--- config.mk ---
export PLATFORM = sky130hd
export DESIGN_NAME = four_register_integer_machine_top
export DESIGN_NICKNAME = d
export VERILOG_FILES = /design/src/rtl/frim_pkg.sv /design/src/rtl/frim_ctrl.sv /design/src/rtl/frim_dp.sv /design/src/rtl/four_register_integer_machine_top.sv
export SDC_FILE = /design/constraint.sdc
export NUM_CORES = 1
export LEC_CHECK = 0
export BUFFER_PORTS_ARGS = -buffer_cell sky130_fd_sc_hd__buf_2
export CAP_MARGIN = 10
export CELL_PAD_IN_SITES_DETAIL_PLACEMENT = 1
export CELL_PAD_IN_SITES_GLOBAL_PLACEMENT = 1
export CORE_UTILIZATION = 35
export DETAILED_ROUTE_END_ITERATION = 16
export PLACE_DENSITY = 0.67
export SETUP_SLACK_MARGIN = 0.2
export SYNTH_ARGS = -nofsm -noshare
export SYNTH_HDL_FRONTEND = slang
export SYNTH_HIERARCHICAL = 1
export SYNTH_SLANG_ARGS = --single-unit
--- constraint.sdc ---
create_clock -name clk_i -period 7.4 [get_ports clk_i]
set_clock_uncertainty 0.05 [all_clocks]
set_input_delay 0.37 -clock clk_i [delete_from_list [all_inputs] [get_ports clk_i]]
set_output_delay 0.37 -clock clk_i [all_outputs]
set_load 0.02 [all_outputs]
--- src/rtl/frim_pkg.sv ---
// Shared definitions for the four-register integer machine.
// Opcodes, stream word layout, default sizes and the controller/datapath
// command and status structs. No dependencies.
package frim_pkg;

  // Default sizes handed to the top-level parameters
  localparam int NUM_REGS_DEF   = 4;
  localparam int DATA_WIDTH_DEF = 32;

  // Input word: req_type[2:0], dest_reg[4:3], src_reg[6:5], immediate[38:7], pad[39]
  localparam int IN_TDATA_W = 40;
  localparam int IMM_W      = 32;

  // Request codes
  localparam logic [2:0] OP_LOAD = 3'd0;
  localparam logic [2:0] OP_MOVE = 3'd1;
  localparam logic [2:0] OP_ADD  = 3'd2;
  localparam logic [2:0] OP_SUB  = 3'd3;
  localparam logic [2:0] OP_MUL  = 3'd4;
  localparam logic [2:0] OP_DIV  = 3'd5;
  localparam logic [2:0] OP_OUT  = 3'd6;

  // Result kinds carried on tuser
  localparam logic KIND_VALUE  = 1'b0;
  localparam logic KIND_DIVERR = 1'b1;

  // Controller -> datapath
  typedef struct packed {
    logic capture;   // latch the incoming word
    logic rd;        // read both operands from the register file
    logic start;     // load the shift/add unit
    logic step;      // one multiply or divide iteration
    logic wr;        // write the result to the destination register
    logic out_ld;    // load the output register
    logic out_err;   // with out_ld: load a divide-by-zero error
  } cmd_t;

  // Datapath -> controller
  typedef struct packed {
    logic [2:0] op;       // latched request code
    logic       div_zero; // source operand is zero
    logic       last;     // final iteration
    logic       out_free; // output register can take a word this cycle
  } sts_t;

endpackage

--- src/rtl/frim_ctrl.sv ---
// Sequencing controller for the four-register integer machine.
// Drives the datapath through frim_pkg::cmd_t and reads frim_pkg::sts_t.
// Depends on frim_pkg.
module frim_ctrl (
  input  logic            clk_i,
  input  logic            rst_ni,
  input  logic            s_tvalid_i,
  output logic            s_tready_o,
  input  frim_pkg::sts_t  sts_i,
  output frim_pkg::cmd_t  cmd_o
);
  import frim_pkg::*;

  localparam logic [2:0] S_IDLE = 3'd0;
  localparam logic [2:0] S_READ = 3'd1;
  localparam logic [2:0] S_EXEC = 3'd2;
  localparam logic [2:0] S_ITER = 3'd3;
  localparam logic [2:0] S_DONE = 3'd4;

  logic [2:0] state_q, state_d;

  // State register
  always_ff @(posedge clk_i or negedge rst_ni) begin
    if (!rst_ni) begin
      state_q <= S_IDLE;
    end else begin
      state_q <= state_d;
    end
  end

  // Next state and commands
  always_comb begin
    state_d    = state_q;
    cmd_o      = '0;
    s_tready_o = 1'b0;
    unique case (state_q)
      S_IDLE: begin
        s_tready_o = 1'b1;
        if (s_tvalid_i) begin
          cmd_o.capture = 1'b1;
          state_d       = S_READ;
        end
      end
      S_READ: begin
        cmd_o.rd = 1'b1;
        state_d  = S_EXEC;
      end
      S_EXEC: begin
        unique case (sts_i.op)
          OP_LOAD, OP_MOVE, OP_ADD, OP_SUB: begin
            cmd_o.wr = 1'b1;
            state_d  = S_IDLE;
          end
          OP_MUL: begin
            cmd_o.start = 1'b1;
            state_d     = S_ITER;
          end
          OP_DIV: begin
            if (sts_i.div_zero) begin
              // error word, wait for room in the output register
              if (sts_i.out_free) begin
                cmd_o.out_ld  = 1'b1;
                cmd_o.out_err = 1'b1;
                state_d       = S_IDLE;
              end
            end else begin
              cmd_o.start = 1'b1;
              state_d     = S_ITER;
            end
          end
          OP_OUT: begin
            if (sts_i.out_free) begin
              cmd_o.out_ld = 1'b1;
              state_d      = S_IDLE;
            end
          end
          default: begin
            // unused code: no effect
            state_d = S_IDLE;
          end
        endcase
      end
      S_ITER: begin
        cmd_o.step = 1'b1;
        if (sts_i.last) begin
          state_d = S_DONE;
        end
      end
      S_DONE: begin
        cmd_o.wr = 1'b1;
        state_d  = S_IDLE;
      end
      default: begin
        state_d = S_IDLE;
      end
    endcase
  end

endmodule

--- src/rtl/frim_dp.sv ---
// Datapath of the four-register integer machine: instruction latch,
// register file with valid bits, shift/add multiply-divide unit, output register.
// Depends on frim_pkg.
module frim_dp #(
  parameter int NUM_REGS   = frim_pkg::NUM_REGS_DEF,
  parameter int DATA_WIDTH = frim_pkg::DATA_WIDTH_DEF
) (
  input  logic                                clk_i,
  input  logic                                rst_ni,
  input  logic [frim_pkg::IN_TDATA_W-1:0]     s_tdata_i,
  input  frim_pkg::cmd_t                      cmd_i,
  output frim_pkg::sts_t                      sts_o,
  output logic                                m_tvalid_o,
  input  logic                                m_tready_i,
  output logic [((DATA_WIDTH+7)/8)*8-1:0]     m_tdata_o,
  output logic                                m_tuser_o
);
  import frim_pkg::*;

  localparam int IdxW = $clog2(NUM_REGS);
  localparam int CntW = $clog2(DATA_WIDTH);
  localparam int OutW = ((DATA_WIDTH+7)/8)*8;

  // Register index wraps modulo NUM_REGS; a 2-bit field is below 2*NUM_REGS
  function automatic logic [IdxW-1:0] wrap_idx(input logic [1:0] field);
    logic [4:0] f;
    f = {3'b000, field};
    if (f >= 5'(NUM_REGS)) begin
      f = f - 5'(NUM_REGS);
    end
    return f[IdxW-1:0];
  endfunction

  // Instruction latch
  logic [2:0]               op_q;
  logic [IdxW-1:0]          dst_q, src_q;
  logic signed [IMM_W-1:0]  imm_q;

  always_ff @(posedge clk_i) begin
    if (cmd_i.capture) begin
      op_q  <= s_tdata_i[2:0];
      dst_q <= wrap_idx(s_tdata_i[4:3]);
      src_q <= wrap_idx(s_tdata_i[6:5]);
      imm_q <= s_tdata_i[38:7];
    end
  end

  // Register file: one write port, two registered read ports
  logic [DATA_WIDTH-1:0] rf_mem [NUM_REGS];
  logic [DATA_WIDTH-1:0] rda_q, rdb_q;
  logic [NUM_REGS-1:0]   vld_q;
  logic                  vlda_q, vldb_q;
  logic [DATA_WIDTH-1:0] wr_data;

  always_ff @(posedge clk_i) begin
    if (cmd_i.wr) begin
      rf_mem[dst_q] <= wr_data;
    end
    if (cmd_i.rd) begin
      rda_q <= rf_mem[dst_q];
      rdb_q <= rf_mem[src_q];
    end
  end

  // Valid bits: a never-written register reads as zero
  always_ff @(posedge clk_i or negedge rst_ni) begin
    if (!rst_ni) begin
      vld_q  <= '0;
      vlda_q <= 1'b0;
      vldb_q <= 1'b0;
    end else begin
      if (cmd_i.wr) begin
        vld_q[dst_q] <= 1'b1;
      end
      if (cmd_i.rd) begin
        vlda_q <= vld_q[dst_q];
        vldb_q <= vld_q[src_q];
      end
    end
  end

  logic [DATA_WIDTH-1:0] opa, opb;
  assign opa = vlda_q ? rda_q : '0;
  assign opb = vldb_q ? rdb_q : '0;

  // Shift/add unit: multiply (low half) or restoring divide on magnitudes
  logic [DATA_WIDTH-1:0] acc_q, acc_d;
  logic [DATA_WIDTH-1:0] x_q, x_d;
  logic [DATA_WIDTH-1:0] y_q, y_d;
  logic                  neg_q, neg_d;
  logic [CntW-1:0]       cnt_q, cnt_d;
  logic [DATA_WIDTH:0]   rem_sh, rem_diff;
  logic                  is_div;

  assign is_div   = (op_q == OP_DIV);
  assign rem_sh   = {acc_q, x_q[DATA_WIDTH-1]};
  assign rem_diff = rem_sh - {1'b0, y_q};

  always_comb begin
    acc_d = acc_q;
    x_d   = x_q;
    y_d   = y_q;
    neg_d = neg_q;
    cnt_d = cnt_q;
    if (cmd_i.start) begin
      acc_d = '0;
      cnt_d = CntW'(DATA_WIDTH - 1);
      if (is_div) begin
        x_d   = opa[DATA_WIDTH-1] ? (~opa + 1'b1) : opa;
        y_d   = opb[DATA_WIDTH-1] ? (~opb + 1'b1) : opb;
        neg_d = opa[DATA_WIDTH-1] ^ opb[DATA_WIDTH-1];
      end else begin
        x_d   = opa;
        y_d   = opb;
        neg_d = 1'b0;
      end
    end else if (cmd_i.step) begin
      cnt_d = cnt_q - 1'b1;
      if (is_div) begin
        // quotient bits shift into x from the right
        if (!rem_diff[DATA_WIDTH]) begin
          acc_d = rem_diff[DATA_WIDTH-1:0];
          x_d   = {x_q[DATA_WIDTH-2:0], 1'b1};
        end else begin
          acc_d = rem_sh[DATA_WIDTH-1:0];
          x_d   = {x_q[DATA_WIDTH-2:0], 1'b0};
        end
      end else begin
        if (x_q[0]) begin
          acc_d = acc_q + y_q;
        end
        x_d = x_q >> 1;
        y_d = y_q << 1;
      end
    end
  end

  always_ff @(posedge clk_i) begin
    acc_q <= acc_d;
    x_q   <= x_d;
    y_q   <= y_d;
    neg_q <= neg_d;
    cnt_q <= cnt_d;
  end

  // Write-back selection
  always_comb begin
    unique case (op_q)
      OP_LOAD: wr_data = DATA_WIDTH'(imm_q);
      OP_MOVE: wr_data = opb;
      OP_ADD:  wr_data = opa + opb;
      OP_SUB:  wr_data = opa - opb;
      OP_MUL:  wr_data = acc_q;
      OP_DIV:  wr_data = neg_q ? (~x_q + 1'b1) : x_q;
      default: wr_data = opb;
    endcase
  end

  // Output register, free again in the cycle the word is taken
  logic                  out_vld_q;
  logic [DATA_WIDTH-1:0] out_data_q;
  logic                  out_kind_q;

  always_ff @(posedge clk_i or negedge rst_ni) begin
    if (!rst_ni) begin
      out_vld_q <= 1'b0;
    end else if (cmd_i.out_ld) begin
      out_vld_q <= 1'b1;
    end else if (m_tready_i) begin
      out_vld_q <= 1'b0;
    end
  end

  always_ff @(posedge clk_i) begin
    if (cmd_i.out_ld) begin
      out_data_q <= cmd_i.out_err ? '0 : opa;
      out_kind_q <= cmd_i.out_err ? KIND_DIVERR : KIND_VALUE;
    end
  end

  assign m_tvalid_o = out_vld_q;
  assign m_tdata_o  = OutW'(out_data_q);
  assign m_tuser_o  = out_kind_q;

  // Status to the controller
  assign sts_o.op       = op_q;
  assign sts_o.div_zero = (opb == '0);
  assign sts_o.last     = (cnt_q == '0);
  assign sts_o.out_free = !out_vld_q || m_tready_i;

endmodule

--- src/rtl/four_register_integer_machine_top.sv ---
// Top level of the four-register integer machine.
// Joins frim_ctrl and frim_dp; depends on frim_pkg.
//
//  channel | dir | handshake          | word contents (low bit up)
//  --------+-----+--------------------+---------------------------------------------
//  s_      | in  | s_tvalid/s_tready  | req_type, dest_reg, src_reg, immediate, pad
//  m_      | out | m_tvalid/m_tready  | tdata: out_value, pad; tuser: result_kind
//
//  One instruction is handled at a time. Load, move, add, subtract, output and
//  divide-by-zero pass through the read and execute states before the next accept.
//  Multiply and divide also iterate in the one-bit-per-cycle shift/add unit in the
//  datapath, then pass through a write-back state.
//  A result word waits in the output register; a further output stalls only
//  while that register is full and m_tready_i is low.
//  Reset clears the registers to zero at once through per-register valid bits.
module four_register_integer_machine_top #(
  parameter int NUM_REGS   = frim_pkg::NUM_REGS_DEF,
  parameter int DATA_WIDTH = frim_pkg::DATA_WIDTH_DEF
) (
  input  logic                              clk_i,
  input  logic                              rst_ni,
  input  logic                              s_tvalid_i,
  output logic                              s_tready_o,
  // req_type[2:0], dest_reg[4:3], src_reg[6:5], immediate[38:7], zero pad[39]
  input  logic [frim_pkg::IN_TDATA_W-1:0]   s_tdata_i,
  output logic                              m_tvalid_o,
  input  logic                              m_tready_i,
  // out_value[DATA_WIDTH-1:0], zero pad up to a whole byte
  output logic [((DATA_WIDTH+7)/8)*8-1:0]   m_tdata_o,
  // result_kind[0]
  output logic                              m_tuser_o
);
  import frim_pkg::*;

  cmd_t cmd;
  sts_t sts;

  // Sequencer
  frim_ctrl u_ctrl (
    .clk_i      (clk_i),
    .rst_ni     (rst_ni),
    .s_tvalid_i (s_tvalid_i),
    .s_tready_o (s_tready_o),
    .sts_i      (sts),
    .cmd_o      (cmd)
  );

  // Register file and arithmetic
  frim_dp #(
    .NUM_REGS   (NUM_REGS),
    .DATA_WIDTH (DATA_WIDTH)
  ) u_dp (
    .clk_i      (clk_i),
    .rst_ni     (rst_ni),
    .s_tdata_i  (s_tdata_i),
    .cmd_i      (cmd),
    .sts_o      (sts),
    .m_tvalid_o (m_tvalid_o),
    .m_tready_i (m_tready_i),
    .m_tdata_o  (m_tdata_o),
    .m_tuser_o  (m_tuser_o)
  );

endmodule

==> impl_metrics.json <==
{
  "placed_cells": 3329,
  "drv_cap": 0,
  "diodes": 0,
  "wl_per_cell_microns": 22.8,
  "synthFlopType": "edfxtp_1",
  "clk_latency_ns": 0.59,
  "path_class": "flop to flop",
  "final_cell_mix": "edfxtp_1, nor2_1, nand2_1",
  "routabilityCongestion": 0.899,
  "yosysWarnings": 6,
  "grt_max_degree": 73,
  "chipWidth_microns": 265,
  "drive_gt1_share_pct": 11.9,
  "core_sq_um": 68600,
  "instances_no_fill": 3452,
  "internal_power_mw": 6.98,
  "syn-cell-area_sq_um": 24300,
  "cts_sinks": 376,
  "vias": 19300,
  "fin_util_pct": 40.2,
  "slew_headroom_pct": 23.6,
  "cp-start-kind": "flop",
  "r2r_slack_ns": 1.29,
  "drtIter0Drc": 1489,
  "synth_seq_area_share_pct": 44.8,
  "grt_pass1_vias": 19600,
  "cts_made_buffers": 44,
  "powerDensity_nw_per_um2": 454,
  "netSwitchingPower_mw": 5.55,
  "root_buffer": "clkbuf_16",
  "io_pins": 79,
  "fin_hold_ws_ns": 0.0424,
  "die_h_microns": 265,
  "synth_top_area_share_pct": 40.7,
  "placed_area_sq_um": 25700,
  "vias_per_cell": 5.60,
  "yosys.area.top_type": "edfxtp_1",
  "grt.overflow.total": 0,
  "die_area_sq_um": 70400,
  "fin_crit_sh_pct": 82.5,
  "place_ws_ns": 1.49,
  "hpwl_microns": 59100,
  "async_reset_ff_share_pct": 2.66,
  "synth_edf_count": 329,
  "rsz0062_at_grt": "no",
  "syn-mean-instance-area_sq_um": 10.1,
  "setup_viol": 0,
  "power_frac_clock_pct": 18.5,
  "slew_violations": 0,
  "fin_crit_ns": 6.11,
  "hp-class": "input port to flop",
  "synth_cells": 2414,
  "seq_power_share_pct": 29.7,
  "hold_viol_final": 0,
  "total_power_mw": 12.5,
  "layout_commonest_cell": "edfxtp_1",
  "grt_pass1_wl_microns": 120000,
  "final_area_sq_um": 27600,
  "timing.final.ws_setup_ns": 1.29,
  "syn-num-nets": 2560,
  "layout.nets": 2631,
  "port_buffers": 77,
  "routed_wirelength_microns": 78700,
  "htreeDepth": 2,
  "yosys-top-cells-area": "edfxtp_1, mux4_2, ha_1",
  "clk_pin_slew_ns": 0.07,
  "ant_nets": 0,
  "maxClockFrequency_mhz": 164,
  "p_sw_share_pct": 44.3,
  "setup_tns_ns": 0,
  "power_frac_comb_pct": 51.8,
  "worst_slew_pin_slew_ns": 1.14,
  "leakagePower_nw": 10.5,
  "vdd_drop_max_uv": 228,
  "status": "finished clean",
  "cp_max_fo": 41,
  "syn_to_final_growth_pct": 13.7,
  "drt_drc_violations_left": 0,
  "dr.pass1.iters": 8,
  "track_usage_pct": 22.2,
  "start_util_pct": 35.4,
  "antenna_found_initial": 0,
  "required_ns": 7.60,
  "cts_tree": "done",
  "yosys_register_bits": 376,
  "rows": 96,
  "cp-end-kind": "flop",
  "ys_types": 92,
  "max-clock-path-buffers": 3,
  "worst-endpoint-arrival_ns": 6.31
}
-- synthesized netlist by cell type (5+ instances only) --
library cell	count
nor2_1	248
clkbuf_1	106
edfxtp_1	329
mux2_2	6
a221oi_1	15
inv_1	98
a32oi_1	6
a21oi_1	203
o21ai_0	184
and2_1	9
or3_1	17
o21a_1	16
xnor2_1	108
a2111oi_0	8
a22oi_1	17
nor2b_1	19
o22ai_1	24
xor2_1	62
o41ai_1	5
nand2_1	235
or2_2	7
a22o_1	5
and3_1	15
a21o_1	56
mux4_2	68
nor4_1	8
o31ai_1	25
or4_1	6
o21bai_1	8
o211ai_1	10
nand4_1	17
nor3_1	36
a31oi_1	39
nand2b_1	33
mux2i_1	56
ha_1	99
a211oi_1	17
buf_1	18
dfrtp_1	10
dfxtp_1	37
nand3_1	31
nand3b_1	5
-- kinds of logic (layout without fill, tap and decap cells) --
logic type,after synthesis,after routing,synth area share [%]
AND/OR/NAND/NOR,709,709,13.3
AO/OA/AOI/OAI,694,694,17.8
flip-flops,376,376,44.8
buffers and inverters,232,339,3.70
XOR/XNOR,171,171,6.20
multiplexers,130,130,8.90
adder cells (fa/ha/maj),102,102,5.35
-- flip-flops by register name (all words and copies together), names as in the netlist, 2 cells and up --
| register | count |
|---|---|
| u_dp/m_tdata_o | 32 |
| u_dp/dst_q | 2 |
| u_dp/src_q | 2 |
| u_dp/x_q | 32 |
| u_dp/op_q | 3 |
| u_dp/imm_q | 32 |
| u_ctrl/state_q | 3 |
| u_dp/acc_q | 32 |
| u_dp/y_q | 32 |
| u_dp/rf_mem | 128 |
| u_dp/rdb_q | 32 |
| u_dp/vld_q | 4 |
| u_dp/cnt_q | 5 |
| u_dp/rda_q | 32 |
-- critical path, cell delays in order (launching register included) --
cell and delay (ns):
dfrtp_2 0.88, clkinv_1 0.62, o21ai_0 0.63, nor2_1 0.11, o21ai_0 0.17, o21ai_0 0.13
a32oi_1 0.24, ha_1 0.32, a2111oi_0 0.79, a211oi_1 0.19, o21ai_0 0.28, a21oi_1 0.16
o21ai_0 0.27, xor2_1 0.10, a222oi_1 0.83
-- repair_timing --
action,CTS,global route
gates resized for setup,0,0
hold buffers,40,0
setup buffers,0,0
hold endpoints to repair,49,0
-- power groups by stage --
stage | clock (mW) | combinational (mW) | sequential, mW
floorplan | 0 | 4.77 | 3.49
global placement | 0 | 6.20 | 3.71
detailed placement | 0 | 6.39 | 3.74
CTS | 2.37 | 6.46 | 3.71
global route | 2.45 | 7.13 | 3.78
finish | 2.32 | 6.49 | 3.72
-- final cells by class --
| type | instances | area [sq um] |
|---|---|---|
| Tap cell | 931 | 1160 |
| Clock buffer | 53 | 1170 |
| Clock inverter | 29 | 369 |
| Sequential cell | 376 | 10900 |
| Fill cell | 7652 | 41000 |
| Multi-Input combinational cell | 1806 | 12600 |
| Inverter | 100 | 375 |
| Timing Repair Buffer | 157 | 1090 |
-- routing by layer --
layer  wire length [microns]  global-route usage, %  vias up
met3                    3290                   2.07      104
met2                   37100                   36.7      457
met4                    1870                   5.70        0
li1                        -                      -     9123
met5                       0                      0        -
met1                   36500                   31.2     9652
-- path summary, 6_finish.rpt --
check / from / to / cells past startpoint
worst max-delay path: u_dp/vldb_q / u_dp/rf_mem[3][15] / 14
worst min register to register: u_dp/vld_q[2] / u_dp/vld_q[2] / 1
min in group asynchronous: rst_ni / u_dp/vldb_q / 2
worst min-delay path: s_tvalid_i / u_ctrl/state_q[1] / 3
worst max register to register: u_dp/vldb_q / u_dp/rf_mem[3][15] / 14
max in group asynchronous: rst_ni / u_dp/vldb_q / 2
Note: power is estimated with default switching activity, not from simulation.
